File: src/rtl/core/crbm_pkg.sv
// Shared types and constants for the clipped rectangle block move.
package crbm_pkg;

    localparam int MAX_WIDTH  = 64;
    localparam int MAX_HEIGHT = 64;
    localparam int DEPTH      = MAX_WIDTH * MAX_HEIGHT;
    localparam int AW         = $clog2(DEPTH);
    localparam int XW         = $clog2(MAX_WIDTH);
    localparam int YW         = $clog2(MAX_HEIGHT);
    localparam int SCR_W      = 7;
    localparam int CRD_W      = 19;
    localparam int PIX_W      = 16;
    localparam int POS_W      = 16;
    localparam int CLIP_PW    = 15;
    localparam int CLIP_SW    = 17;
    localparam int PADDR_W    = 3;
    localparam int PDATA_W    = 32;

    localparam logic [SCR_W-1:0] SCR_RST = SCR_W'(64);

    typedef logic signed [CRD_W-1:0] t_crd;

    typedef enum logic [1:0] {
        REQ_WRITE = 2'd0,
        REQ_READ  = 2'd1,
        REQ_MOVE  = 2'd2
    } t_req_type;

    typedef enum logic {
        REG_SCREEN_WIDTH  = 1'b0,
        REG_SCREEN_HEIGHT = 1'b1
    } t_reg_idx;

    typedef enum logic [3:0] {
        S_IDLE,
        S_DECODE,
        S_SIZE,
        S_TGT,
        S_TSZ,
        S_BASE,
        S_PREP,
        S_COPY,
        S_DRAIN,
        S_PIX,
        S_FIN
    } t_state;

    typedef struct packed {
        logic accept;
        logic decode;
        logic size;
        logic tgt;
        logic tsz;
        logic base;
        logic prep;
        logic issue;
        logic pix;
        logic load_out;
    } t_dp_cmd;

    typedef struct packed {
        logic [1:0] req_type;
        logic       src_ok;
        logic       move_ok;
        logic       last;
        logic       out_blocked;
    } t_dp_sts;

endpackage

File: src/rtl/core/crbm_ctrl.sv
// Sequencer for pixel requests and the clip, setup and copy phases of a move.
module crbm_ctrl (
    input  logic              i_clk,
    input  logic              i_rst_n,
    input  logic              i_in_valid,
    input  crbm_pkg::t_dp_sts i_sts,
    output logic              o_in_stall,
    output crbm_pkg::t_dp_cmd o_cmd
);
    import crbm_pkg::*;

    t_state r_state;
    t_state n_state;

    always_ff @(posedge i_clk) begin
        if (!i_rst_n) begin
            r_state <= S_IDLE;
        end else begin
            r_state <= n_state;
        end
    end

    always_comb begin
        n_state    = r_state;
        o_cmd      = '0;
        o_in_stall = 1'b1;
        unique case (r_state)
            S_IDLE: begin
                o_in_stall = 1'b0;
                if (i_in_valid) begin
                    o_cmd.accept = 1'b1;
                    n_state      = S_DECODE;
                end
            end
            S_DECODE: begin
                o_cmd.decode = 1'b1;
                case (i_sts.req_type) inside
                    REQ_MOVE:            n_state = S_SIZE;
                    REQ_WRITE, REQ_READ: n_state = S_PIX;
                    default:             n_state = S_FIN;
                endcase
            end
            S_SIZE: begin
                o_cmd.size = 1'b1;
                n_state    = S_TGT;
            end
            S_TGT: begin
                if (i_sts.src_ok) begin
                    o_cmd.tgt = 1'b1;
                    n_state   = S_TSZ;
                end else begin
                    n_state = S_FIN;
                end
            end
            S_TSZ: begin
                o_cmd.tsz = 1'b1;
                n_state   = S_BASE;
            end
            S_BASE: begin
                if (i_sts.move_ok) begin
                    o_cmd.base = 1'b1;
                    n_state    = S_PREP;
                end else begin
                    n_state = S_FIN;
                end
            end
            S_PREP: begin
                o_cmd.prep = 1'b1;
                n_state    = S_COPY;
            end
            S_COPY: begin
                o_cmd.issue = 1'b1;
                if (i_sts.last) begin
                    n_state = S_DRAIN;
                end
            end
            S_DRAIN: begin
                // last pending write retires here
                n_state = S_FIN;
            end
            S_PIX: begin
                o_cmd.pix = 1'b1;
                n_state   = S_FIN;
            end
            S_FIN: begin
                if (!i_sts.out_blocked) begin
                    o_cmd.load_out = 1'b1;
                    n_state        = S_IDLE;
                end
            end
            default: begin
                n_state = S_IDLE;
            end
        endcase
    end

endmodule

File: config.mk
export PLATFORM = sky130hd
export DESIGN_NAME = crbm_ctrl
export DESIGN_NICKNAME = d
export VERILOG_FILES = /design/src/rtl/core/crbm_pkg.sv /design/src/rtl/core/crbm_ctrl.sv
export SDC_FILE = /design/constraint.sdc
export NUM_CORES = 1
export LEC_CHECK = 0
export ABC_AREA = 1
export BUFFER_PORTS_ARGS = -buffer_cell sky130_fd_sc_hd__buf_2
export CAP_MARGIN = 20
export CORE_AREA = 2 2 39 41
export CTS_BUF_LIST = sky130_fd_sc_hd__clkbuf_16
export DETAILED_ROUTE_END_ITERATION = 8
export DIE_AREA = 0 0 41 43
export SLEW_MARGIN = 20
export SYNTH_ARGS = -nofsm -noshare
export SYNTH_HDL_FRONTEND = slang
export SYNTH_SLANG_ARGS = --single-unit
File: constraint.sdc
create_clock -name i_clk -period 2.33 [get_ports i_clk]
set_input_delay 0.1165 -clock i_clk [delete_from_list [all_inputs] [get_ports i_clk]]
set_output_delay 0.1165 -clock i_clk [all_outputs]
set_load 0.1 [all_outputs]
Word level (Yosys, flattened, before mapping)
Index checks and enable logic that the tools add are counted.

storage, ports and cells
  register bits = 4
  bits of input ports = 9
  word-level logic and storage cells = 44

cells by class
  equal/unequal tests = 15
  muxes and demuxes = 23
  reduce and logical (&&, ||, !) cells = 5

operators with widths
  operator              number
  $pmux W4 S10          1
  $mux W4               6
  $eq A4 B3 Y1 const B  4
  $mux W1               15
  $eq A4 B4 Y1 const B  3
  $eq A4 B2 Y1 const B  2
  $ne A2 B2 Y1 const B  3
  $eq A4 B1 Y1 const B  1
  $logic_not A4 Y1      1
  $reduce_or A2 Y1      2
  $reduce_and A3 Y1     1
  $eq A2 B1 Y1 const B  1
  $eq A2 B2 Y1 const B  1
  $logic_not A2 Y1      1
  $mux W2               1

Longest topological paths before layout
Gate-level depths: netlist of the first run.

  word-level depth = 5
  depth in mapped cells = 9
  mapped depth without buffers = 9

Worst setup path before layout of the first run
OpenSTA, ideal clock, no wires.

  path type = reg-to-output
  from = reg r_state[3]
  to = out o_cmd[9] (netlist bit)
  arrival = 2.972 ns
  slack = -0.759 ns
  cell stages (with the launch flop) = 4
  path buffers = 0
  cell sequence = dfxtp_1 nor2_2 nand3_1 nor2_1

RTL lines
  element                 line             text
  from (decl)             crbm_ctrl.sv:12  t_state r_state;
  from (signal assigned)  crbm_ctrl.sv:19  r_state <= n_state;
  to (decl)               crbm_ctrl.sv:8   output crbm_pkg::t_dp_cmd o_cmd

==> metrics.csv, run 1 <==
stage,metric,value,unit
sta,hold_viol,0,
synthesis,yosysTopAreaCellShare,19.94,%
placement,dpl-instance-area,541.8,um^2
sta,max_slew_margin,67.84,%
synthesis,synth_xor_area_share,0,%
die,initial_utilization,29.93,%
worst_setup_path,rr_startpoint,r_state[1]$_SDFFE_PN0P_,
synthesis,postSynthAreaPerCell,5.449,um^2
pwr,clkPwrFrac,24.1,%
grt,grt_pass1_vias,421,
run,drv_cap,0,
worst_setup_path,crit_path_start,r_state[1]$_SDFFE_PN0P_,
clock_tree,cts_buffer_depth,2,
hold_path,holdPathStages,3,
hold_path,whs_endpoint,r_state[1]$_SDFFE_PN0P_,
clock_tree,cts_htree_levels,1,
synthesis,netlist_area,414.1,um^2
worst_setup_path,critPathMaxStageDelay,0.43,ns
synthesis,yosysWarningCount,0,
sta,fmax,595.9,MHz
layout,reg_top3,r_state (4),
sta,holdWs,0.09766,ns
die,dieArea,1763,um^2
sta,finalSetupViolCount,0,
pwr,power_frac_comb,63.5,%
synthesis,synth_nets,85,
pwr,peakVddDrop,0.0006351,V
synthesis,synth_compound_area_share,8.157,%
layout,drive_gt1_share,36.73,%
synthesis,synth_top_family_by_area,simple AND/OR/NAND/NOR gates,
sta,drv_slew,0,
synthesis,synth_top_area_cell,nand2_1,
sta,setup_tns,0,ns
grt,grt_max_degree,8,
synthesis,ys_ff_latch,4,
grt,grt-ovfl-total,0,
drt,drc,0,
die,io_pins,20,
clock_tree,clk_pin_slew,0.03,ns
worst_setup_path,crit_chain,inv_2 > nor2_2 > nand3_1 > nor2_1 > buf_2,
clock_tree,root_buffer,clkbuf_16,
layout,antennaDiodeCount,0,
synthesis,yosysMostFrequentCell,nand2_1,
clock_tree,cts_buffers,3,
drt,vias,511,
pwr,p_leak,0.3949,nW
sta,period_share,72.02,%
worst_setup_path,required,2.21,ns
placement,dp_hpwl,850.6,um
drt,drt_first_pass_iters,4,
synthesis,synthFlopType,dfxtp_1,
synthesis,synthTopCellsByArea,"nand2_1, dfxtp_1, inv_1, nand3_1, nor2_1",
worst_setup_path,slowest_stage,buf_2,
hold_path,hp-start,i_rst_n,
grt,grt_pass1_wl,1.621,mm
pwr,p_per_area,1801,nW/um^2
synthesis,synth_seq_area_share,19.34,%
outcome,status,"complete, no violations",
clock_tree,cts_tree,yes,
sta,rsz0062_at_grt,no,
pwr,internal_power,0.4541,mW
synthesis,synth_common_cells,"nand2_1, inv_1, nor2_1, nand3_1",
clock_tree,clock_latency,0.22,ns
worst_setup_path,arrival,1.56,ns
worst_setup_path,rr_worst_depth,7,
synthesis,muxShareOfSynthArea,0,%
worst_setup_path,crit_fanout,5,
sta,clock-skew-final,0.0006372,ns
sta,fin_crit,1.678,ns
placement,portBuffers,19,
layout,design_area,616.8,um^2
drt,routed_wl,998,um
clock_tree,cts.sinks,4,
die,core,1384,um^2
die,core.rowCount,14,
synthesis,ys_types,17,
layout,num-fill-cells,161,
pwr,switching_share,59.12,%
drt,drt-vias-per-instance,4.482,
die,die_x,41,um
grt,antenna_found_initial,0,
worst_setup_path,timing.rr.end,r_state[3]$_SDFFE_PN0P_,
worst_setup_path,crit_type,reg -> out,
clock_tree,ctsResizeCount,0,
drt,drt-initial-drc-count,6,
worst_setup_path,start_kind,flop,
worst_setup_path,rrSetupSlack,1.13,ns
layout,syn2layout_area_growth,48.94,%
drt,wl_per_cell,8.754,um
synthesis,synthArstFlopShare,0,%
hold_path,hp-class,in -> reg,
synthesis,synth_edf_count,0,
pwr,p_switching,0.6567,mW
synthesis,syn_inst,76,
synthesis,synth_fa_ha_area_share,0,%
drt,ant_nets,0,
sta,worstMarginPinSlew,0.4858,ns
placement,globalplace.congestion,0.7898,
layout,regMostFlops,r_state,
layout,postLayoutCoreUtil,44.57,%
die,die_y,43,um
synthesis,synthSimpleGateAreaFrac,55.29,%
clock_tree,post-cts-setup-buffer-count,0,
pwr,seqPwrFrac,12.4,%
grt,grt_usage,14.17,%
layout,nNetsFinal,109,
layout,largest_reg_flops,4,
worst_setup_path,endpoint_kind,output port,
clock_tree,cts_hold_buffers,0,
==> cells in the final DEF, fill, tap and decap left out, drive strengths merged <==
cell type	count
dfxtp	4
a41oi	1
clkinv	1
nor2	15
o21ai	1
nand4	2
inv	18
nand3b	1
nand2	22
buf	19
clkbuf	3
o22ai	1
nand3	8
a21oi	2
==> metrics by stage <==
stage	setup WS (ns)	power, mW	cells
after floorplan	0.08856	0.7455	76
after global placement	0.8833	0.8460	111
after detailed placement	0.8711	0.8454	111
after CTS	0.6310	1.119	114
after global routing	0.5299	1.169	114
final	0.6520	1.111	114
==> cell type report <==
| cell class | instances | area (um^2) | area share [%] |
|---|---|---|---|
| multi-input cells | 53 | 275.3 | 44.62 |
| repair buffers | 19 | 95.09 | 15.42 |
| flip-flops and latches | 4 | 80.08 | 12.98 |
| clock buffers | 3 | 75.07 | 12.17 |
| inverters | 19 | 71.32 | 11.56 |
| well taps | 16 | 20.02 | 3.245 |
==> power groups by stage <==
stage / Clock [mW] / Combinational [mW] / Sequential (mW)
2_1_floorplan: 0 / 0.614 / 0.132
3_3_place_gp: 0 / 0.708 / 0.138
3_5_place_dp: 0 / 0.707 / 0.138
4_1_cts: 0.274 / 0.708 / 0.137
5_1_grt: 0.278 / 0.749 / 0.142
6_report: 0.268 / 0.705 / 0.138
==> worst max-delay path, delay by kind of cell (launching register included) <==
kind / cells / cell delay, ns
buf+inv: 2 / 0.53
flops: 1 / 0.42
simple gates: 3 / 0.38
==> worst max-delay path by stage <==
| stage | end | slack (ns) | depth (start not counted) |
|---|---|---|---|
| 3_5_place_dp | o_cmd[0] | 0.87 | 5 |
| 5_1_grt | o_cmd[0] | 0.53 | 5 |
| 6_report | o_cmd[0] | 0.65 | 5 |
| 4_1_cts | o_cmd[0] | 0.63 | 5 |
| 2_1_floorplan | r_state[1]$_SDFFE_PN0P_ | 0.09 | 9 |
| 3_3_place_gp | o_cmd[0] | 0.88 | 5 |
==> kinds of logic (layout without fill, tap and decap cells) <==
family / count (synthesis) / count (layout)
flip-flops: 4 / 4
buffers and inverters: 19 / 41
AO/OA/AOI/OAI: 5 / 5
AND/OR/NAND/NOR: 48 / 48
==> routing by layer <==
metal	track usage (%)	vias to the layer above	wire [um]
li1	-	278	-
met1	16.77	219	442
met2	20.31	12	477
met3	4.712	2	51
met4	10.00	0	26
met5	0	-	0
Power figures use the tool's default switching activity.
==> run 2, diff against run 1 <==
--- a/config.mk
+++ b/config.mk
@@ -5,7 +5,7 @@
 export SDC_FILE = /design/constraint.sdc
 export NUM_CORES = 1
 export LEC_CHECK = 0
-export ABC_AREA = 1
+export ABC_AREA = 0
 export BUFFER_PORTS_ARGS = -buffer_cell sky130_fd_sc_hd__buf_2
 export CAP_MARGIN = 20
 export CORE_AREA = 2 2 39 41
==> constraint.sdc (replaced) <==
create_clock -name i_clk -period 1.6 [get_ports i_clk]
set_input_delay 0.08 -clock i_clk [delete_from_list [all_inputs] [get_ports i_clk]]
set_output_delay 0.08 -clock i_clk [all_outputs]
set_load 0.1 [all_outputs]
==> run 2 against run 1 <==
  * Total power up 47%
  * Wire length up 27%
  * Critical path type unchanged
  * Hold slack better by 0.039 ns
  * Clock skew about the same
  * Register-to-register slack worse by 0.95 ns
  * Clock power up 44%
  * Sequential cell count unchanged
  * Synthesized area down 6.0%
==> metrics.csv, run 2 <==
stage,metric,value,unit,change
outcome,status,"complete, no violations",,
worst_setup_path,crit_chain,buf_4 > nand2_2 > nor3_4 > buf_12,,
layout,drive_gt1_share,52.50,%,+16 points
hold_path,hp-start,i_rst_n,,
layout,regMostFlops,r_state,,
synthesis,yosysWarningCount,0,,unchanged
placement,dpl_worst_slack,0.1969,ns,-0.6742 ns
layout,reg_top3,r_state (4),,
synthesis,postSynthAreaPerCell,6.827,um^2,+25%
synthesis,ys_types,27,,+10
clock_tree,cts_tree,yes,,
drt,drc,0,,unchanged
hold_path,whs_endpoint,r_state[0]$_SDFFE_PN0P_,,
layout,final_cell_mix,"buf_12, buf_2, nor2_1",,
layout,postLayoutCoreUtil,61.84,%,+17 points
pwr,peakVddDrop,0.001340,V,+110%
sta,fmax,651.8,MHz,
grt,grt_usage,16.82,%,+2.6 points
worst_setup_path,start_kind,flop,,
placement,globalplace.congestion,0.9011,,+14%
die,core.rowCount,14,,unchanged
sta,setup_slack,0.06575,ns,-0.5862 ns
placement,portBuffers,19,,unchanged
synthesis,synth_nets,66,,-22%
die,initial_utilization,28.12,%,-1.8 points
worst_setup_path,rr_worst_depth,4,,-3
sta,rsz0062_at_grt,no,,
worst_setup_path,slowest_stage,dfxtp_1,,
grt,grt_pass1_vias,436,,+3.6%
synthesis,synthFlopType,dfxtp_1,,
layout,syn2layout_area_growth,119.9,%,
worst_setup_path,rrSetupSlack,0.18,ns,-0.95 ns
synthesis,synthArstFlopShare,0,%,unchanged
worst_setup_path,crit_fanout,15,,+10
drt,drt_first_pass_iters,4,,unchanged
clock_tree,post-cts-setup-buffer-count,0,,unchanged
layout,final_cells,96,,-16%
sta,max_slew_margin,80.63,%,+13 points
synthesis,synth_common_cells,"nor2_1, nor3_1, nand2_1, dfxtp_1, o21ai_0",,
worst_setup_path,critPathTopFamily,buffers and inverters,,
synthesis,ys_ff_latch,4,,unchanged
worst_setup_path,rr_startpoint,r_state[2]$_SDFFE_PN0P_,,
hold_path,holdPathStages,2,,-1
worst_setup_path,critPathMaxStageDelay,0.35,ns,-0.08 ns
synthesis,netlist_area,389.1,um^2,-6.0%
drt,ant_nets,0,,unchanged
synthesis,syn_inst,57,,-25%
layout,final_common_cell,buf_12,,
grt,grt-ovfl-total,0,,unchanged
synthesis,yosysMostFrequentCell,nor2_1,,
sta,period_share,95.89,%,
drt,wl_per_cell,13.20,um,+51%
sta,hold_viol,0,,unchanged
hold_path,hp-class,in -> reg,,
clock_tree,cts_htree_levels,1,,unchanged
synthesis,synth_edf_count,0,,unchanged
sta,fin_crit,1.534,ns,
layout,nNetsFinal,91,,-17%
drt,drt-initial-drc-count,8,,+2
sta,drv_slew,0,,unchanged
die,dieArea,1763,um^2,unchanged
sta,clock-skew-final,0.0009983,ns,+0.0003612 ns
synthesis,synth_top_area_cell,dfxtp_1,,
die,core,1384,um^2,unchanged
synthesis,synth_seq_area_share,20.58,%,+1.2 points
clock_tree,clock_latency,0.22,ns,about the same
drt,drt-vias-per-instance,5.333,,+19%
placement,placed_cells,93,,-16%
pwr,p_leak,0.3265,nW,-17%
pwr,p_per_area,1914,nW/um^2,+6.3%
placement,dp_hpwl,921.4,um,+8.3%
layout,largest_reg_flops,4,,unchanged
synthesis,synthTopCellsByArea,"dfxtp_1, nor3_1, nor2_1, o21ai_0, nand2_1",,
run,drv_cap,0,,unchanged
grt,grt_max_degree,16,,+8
placement,dpl-instance-area,773.2,um^2,+43%
sta,finalSetupViolCount,0,,unchanged
layout,design_area,855.8,um^2,+39%
worst_setup_path,timing.rr.end,r_state[3]$_SDFFE_PN0P_,,
clock_tree,cts.sinks,4,,unchanged
layout,antennaDiodeCount,0,,unchanged
clock_tree,cts_buffer_depth,2,,unchanged
clock_tree,cts_buffers,3,,unchanged
die,die_y,43,um,unchanged
synthesis,yosysTopAreaCellShare,20.58,%,+0.64 points
worst_setup_path,crit_type,reg -> out,,
worst_setup_path,required,1.52,ns,-0.69 ns
worst_setup_path,endpoint_kind,output port,,
die,die_x,41,um,unchanged
grt,grt_pass1_wl,1.980,mm,+22%
drt,vias,512,,+0.20%
die,io_pins,20,,unchanged
drt,routed_wl,1.267,mm,+27%
clock_tree,root_buffer,clkbuf_16,,
clock_tree,clk_pin_slew,0.03,ns,about the same
worst_setup_path,cp.buffers_inverters,2,,unchanged
grt,antenna_found_initial,0,,unchanged
sta,worstMarginPinSlew,0.2893,ns,-0.1965 ns
worst_setup_path,arrival,1.45,ns,-0.11 ns
## run 2: worst register-to-register path, stage by stage, from the launching register on
cell	delay [ns]
dfxtp_1	0.30
or4_4	0.53
a21oi_2	0.20
nor2_1	0.07
a32o_1	0.20
## run 2: how the worst max path moves through the flow
stage,startpoint,end,cells after the start
global route,r_state[1]$_SDFFE_PN0P_,o_cmd[0],4
CTS,r_state[1]$_SDFFE_PN0P_,o_cmd[9],4
detailed placement,r_state[2]$_SDFFE_PN0P_,r_state[3]$_SDFFE_PN0P_,4
finish,r_state[1]$_SDFFE_PN0P_,o_cmd[0],4
global placement,r_state[2]$_SDFFE_PN0P_,r_state[3]$_SDFFE_PN0P_,4
floorplan,r_state[2]$_SDFFE_PN0P_,r_state[3]$_SDFFE_PN0P_,4
## run 2: power by group
| part | internal [mW] | total, mW | leakage, nW | switching (mW) |
|---|---|---|---|---|
| clock network | 0.319 | 0.386 | 0.0370 | 0.0667 |
| registers | 0.130 | 0.170 | 0.0333 | 0.0394 |
| logic | 0.366 | 1.08 | 0.256 | 0.716 |
| total | 0.816 | 1.64 | 0.326 | 0.822 |
## run 2: cell families (layout without fill, tap and decap cells)
| group | count (synthesis) | after routing | synth area share (%) |
|---|---|---|---|
| AOI/OAI and AO/OA | 14 | 14 | 25.40 |
| and+or+nand+nor | 30 | 30 | 41.16 |
| buffers and inverters | 8 | 31 | 10.29 |
| DFF | 4 | 4 | 20.58 |
| muxes | 1 | 1 | 2.572 |
## run 2: through the flow
stage	total power, mW	hold slack [ns]	TNS (ns)
after CTS	1.634	0.1328	0
after detailed placement	1.238	0.3554	0
after global routing	1.706	0.1558	0
final	1.638	0.1362	0
after floorplan	0.9642	0.1977	-0.9179
after global placement	1.233	0.3466	0
## run 2: timing repair
item                       4_1_cts  5_1_grt
hold buffers                     0        0
resized for setup                0        3
hold endpoints to repair         0        0
setup endpoints to repair        0        3
## run 2: final cells by class
class                      instances  area (um^2)
inverter                           3        11.26
multi-input combinational         45        371.6
timing repair buffer              25        296.5
tap                               16        20.02
fill                             119        528.0
clock buffer                       3        75.07
sequential                         4        81.33
## run 2: metal layers
metal / global-route usage, % / up-vias / wire length (um)
met5: 0 / - / 0
met4: 6.000 / 0 / 0
met3: 6.283 / 0 / 72
met2: 24.06 / 14 / 672
met1: 22.40 / 242 / 523
li1: - / 256 / -
==> run 3, diff against run 2 <==
==> constraint.sdc (replaced) <==
create_clock -name i_clk -period 1.3 [get_ports i_clk]
set_input_delay 0.065 -clock i_clk [delete_from_list [all_inputs] [get_ports i_clk]]
set_output_delay 0.065 -clock i_clk [all_outputs]
set_load 0.1 [all_outputs]
==> run 3 against run 2 <==
  * The run now ends with negative setup slack left
  * Utilization increased by 20 points
  * Hold slack lost 0.032 ns
  * Worst setup slack worse by 0.23 ns
  * Final area grew 33%
  * Largest power group unchanged
  * Sequential share of layout area down 1.6 points
==> metrics.csv, run 3 (synthesis results as in run 2) <==
stage,metric,value,unit,change
outcome,status,"complete, but fails checks",,
outcome,violations,negative setup slack,,
worst_setup_path,start_kind,flop,,
die,die_y,43,um,unchanged
drt,drt-initial-drc-count,30,,+22
pwr,seqPwrFrac,8.4,%,-2.0 points
grt,grt_pass1_wl,2.677,mm,+35%
placement,globalplace.congestion,0.8851,,-1.8%
placement,portBuffers,19,,unchanged
hold_path,hp-class,in -> reg,,
clock_tree,root_buffer,clkbuf_16,,
die,die_x,41,um,unchanged
grt,grt.busiest_layer,met2,,
sta,hold_viol,0,,unchanged
sta,max_slew_margin,79.27,%,-1.4 points
sta,period_share,112.6,%,
sta,fin_crit,1.464,ns,
clock_tree,cts.sinks,4,,unchanged
layout,reg_top3,r_state (4),,
worst_setup_path,arrival,1.40,ns,-0.05 ns
drt,vias,631,,+23%
layout,num-fill-cells,81,,-32%
clock_tree,cts_buffers,3,,unchanged
layout,syn2layout_area_growth,192.0,%,
layout,final_cell_mix,"buf_4, buf_12, buf_2",,
clock_tree,cts_htree_levels,1,,unchanged
die,core,1384,um^2,unchanged
drt,drt_first_pass_iters,6,,+2
grt,antenna_found_initial,0,,unchanged
pwr,clkPwrFrac,19.2,%,-4.3 points
layout,drive_gt1_share,71.00,%,+18 points
worst_setup_path,crit_type,reg -> out,,
layout,design_area,1136,um^2,+33%
pwr,p_leak,0.4698,nW,+44%
die,dieArea,1763,um^2,unchanged
die,initial_utilization,28.12,%,unchanged
drt,routed_wl,1.851,mm,+46%
placement,dp_hpwl,1.031,mm,+12%
sta,worstMarginPinSlew,0.3087,ns,+0.01939 ns
sta,rsz0062_at_grt,yes,,
grt,grtUsageMet3,4.712,%,-1.6 points
drt,drt-vias-per-instance,5.440,,+2.0%
layout,regMostFlops,r_state,,
sta,drv_slew,0,,unchanged
worst_setup_path,crit_fanout,8,,-7
grt,grt_pass1_vias,589,,+35%
clock_tree,cts_tree,yes,,
die,io_pins,20,,unchanged
grt,grt-ovfl-total,0,,unchanged
clock_tree,clock_latency,0.23,ns,about the same
run,drv_cap,0,,unchanged
sta,setup_slack,-0.1640,ns,-0.2297 ns
layout,nNetsFinal,111,,+22%
layout,final_common_cell,buf_4,,
placement,dpl-instance-area,873.3,um^2,+13%
drt,wl_per_cell,15.96,um,+21%
pwr,switching_share,46.56,%,-3.6 points
pwr,internal_power,1.358,mW,+67%
sta,fmax,683.1,MHz,
drt,drc,0,,unchanged
pwr,p_switching,1.184,mW,+44%
grt,met1_usage,27.83,%,+5.4 points
pwr,power_frac_comb,72.4,%,+6.3 points
worst_setup_path,required,1.24,ns,-0.28 ns
drt,ant_nets,0,,unchanged
clock_tree,clk_pin_slew,0.03,ns,about the same
sta,clock-skew-final,0.0007416,ns,-0.0002567 ns
pwr,p_per_area,2237,nW/um^2,+17%
grt,grtUsageMet2,37.19,%,+13 points
pwr,peakVddDrop,0.001293,V,-3.6%
layout,largest_reg_flops,4,,unchanged
sta,finalSetupViolCount,13,,+13
clock_tree,cts_buffer_depth,2,,unchanged
grt,grt_max_degree,12,,-4
grt,grt_usage,23.84,%,+7.0 points
die,core.rowCount,14,,unchanged
sta,setup_tns,-1.363,ns,-1.363 ns
worst_setup_path,endpoint_kind,output port,,
layout,antennaDiodeCount,0,,unchanged
## run 3: power by group through the flow
stage	combinational, mW	clock, mW	sequential [mW]
detailed placement	1.51	0	0.201
finish	1.84	0.487	0.215
floorplan	1.05	0	0.188
CTS	1.69	0.486	0.208
global route	1.92	0.507	0.220
global placement	1.50	0	0.198
## run 3: repair_timing
action | CTS | global route
pin swaps | 3 | 9
gates resized for setup | 15 | 8
buffers inserted | 8 | 8
endpoints found under the setup margin | 13 | 13
hold buffers | 0 | 0
## run 3: final timing paths
path	endpoint	cells after the start	from	slack, ns
max	o_cmd[1]	5	r_state[2]$_SDFFE_PN0P_	-0.16
min	r_state[0]$_SDFFE_PN0P_	2	i_rst_n	0.10
max reg2reg	r_state[3]$_SDFFE_PN0P_	4	r_state[0]$_SDFFE_PN0P_	-0.13
min reg2reg	r_state[2]$_SDFFE_PN0P_	2	r_state[3]$_SDFFE_PN0P_	0.64
## run 3: per-layer routing
layer | vias up | wire, um
met5 | - | 0
met4 | 0 | 48
met3 | 8 | 87
met2 | 36 | 971
met1 | 288 | 743
li1 | 299 | -
## run 3: cell type report
cell class	instances	area (um^2)	area share, %
Timing Repair Buffer	45	514.2	45.26
Multi-Input combinational cell	45	420.4	37.00
Sequential cell	4	90.09	7.930
Clock buffer	3	75.07	6.608
Tap cell	16	20.02	1.762
Inverter	3	16.27	1.432
## run 3: stage by stage
stage          instances  util [%]  worst slack, ns  hold WS, ns  total power, mW
2_1_floorplan         57         -          -0.6261       0.1827            1.233
3_3_place_gp          99     63.11         -0.06877       0.3314            1.696
3_5_place_dp          99     63.11          -0.1002       0.3340            1.711
4_1_cts              109     76.67          -0.1714       0.1047            2.382
5_1_grt              116     82.10          -0.1947       0.1175            2.646
6_report             116     82.10          -0.1640       0.1042            2.542
## run 3: critical path: stages, from the launching register on
cell and delay, ns:
dfxtp_2 0.33, buf_12 0.13, buf_12 0.13, nand2b_4 0.17
nor3_4 0.22, buf_12 0.20
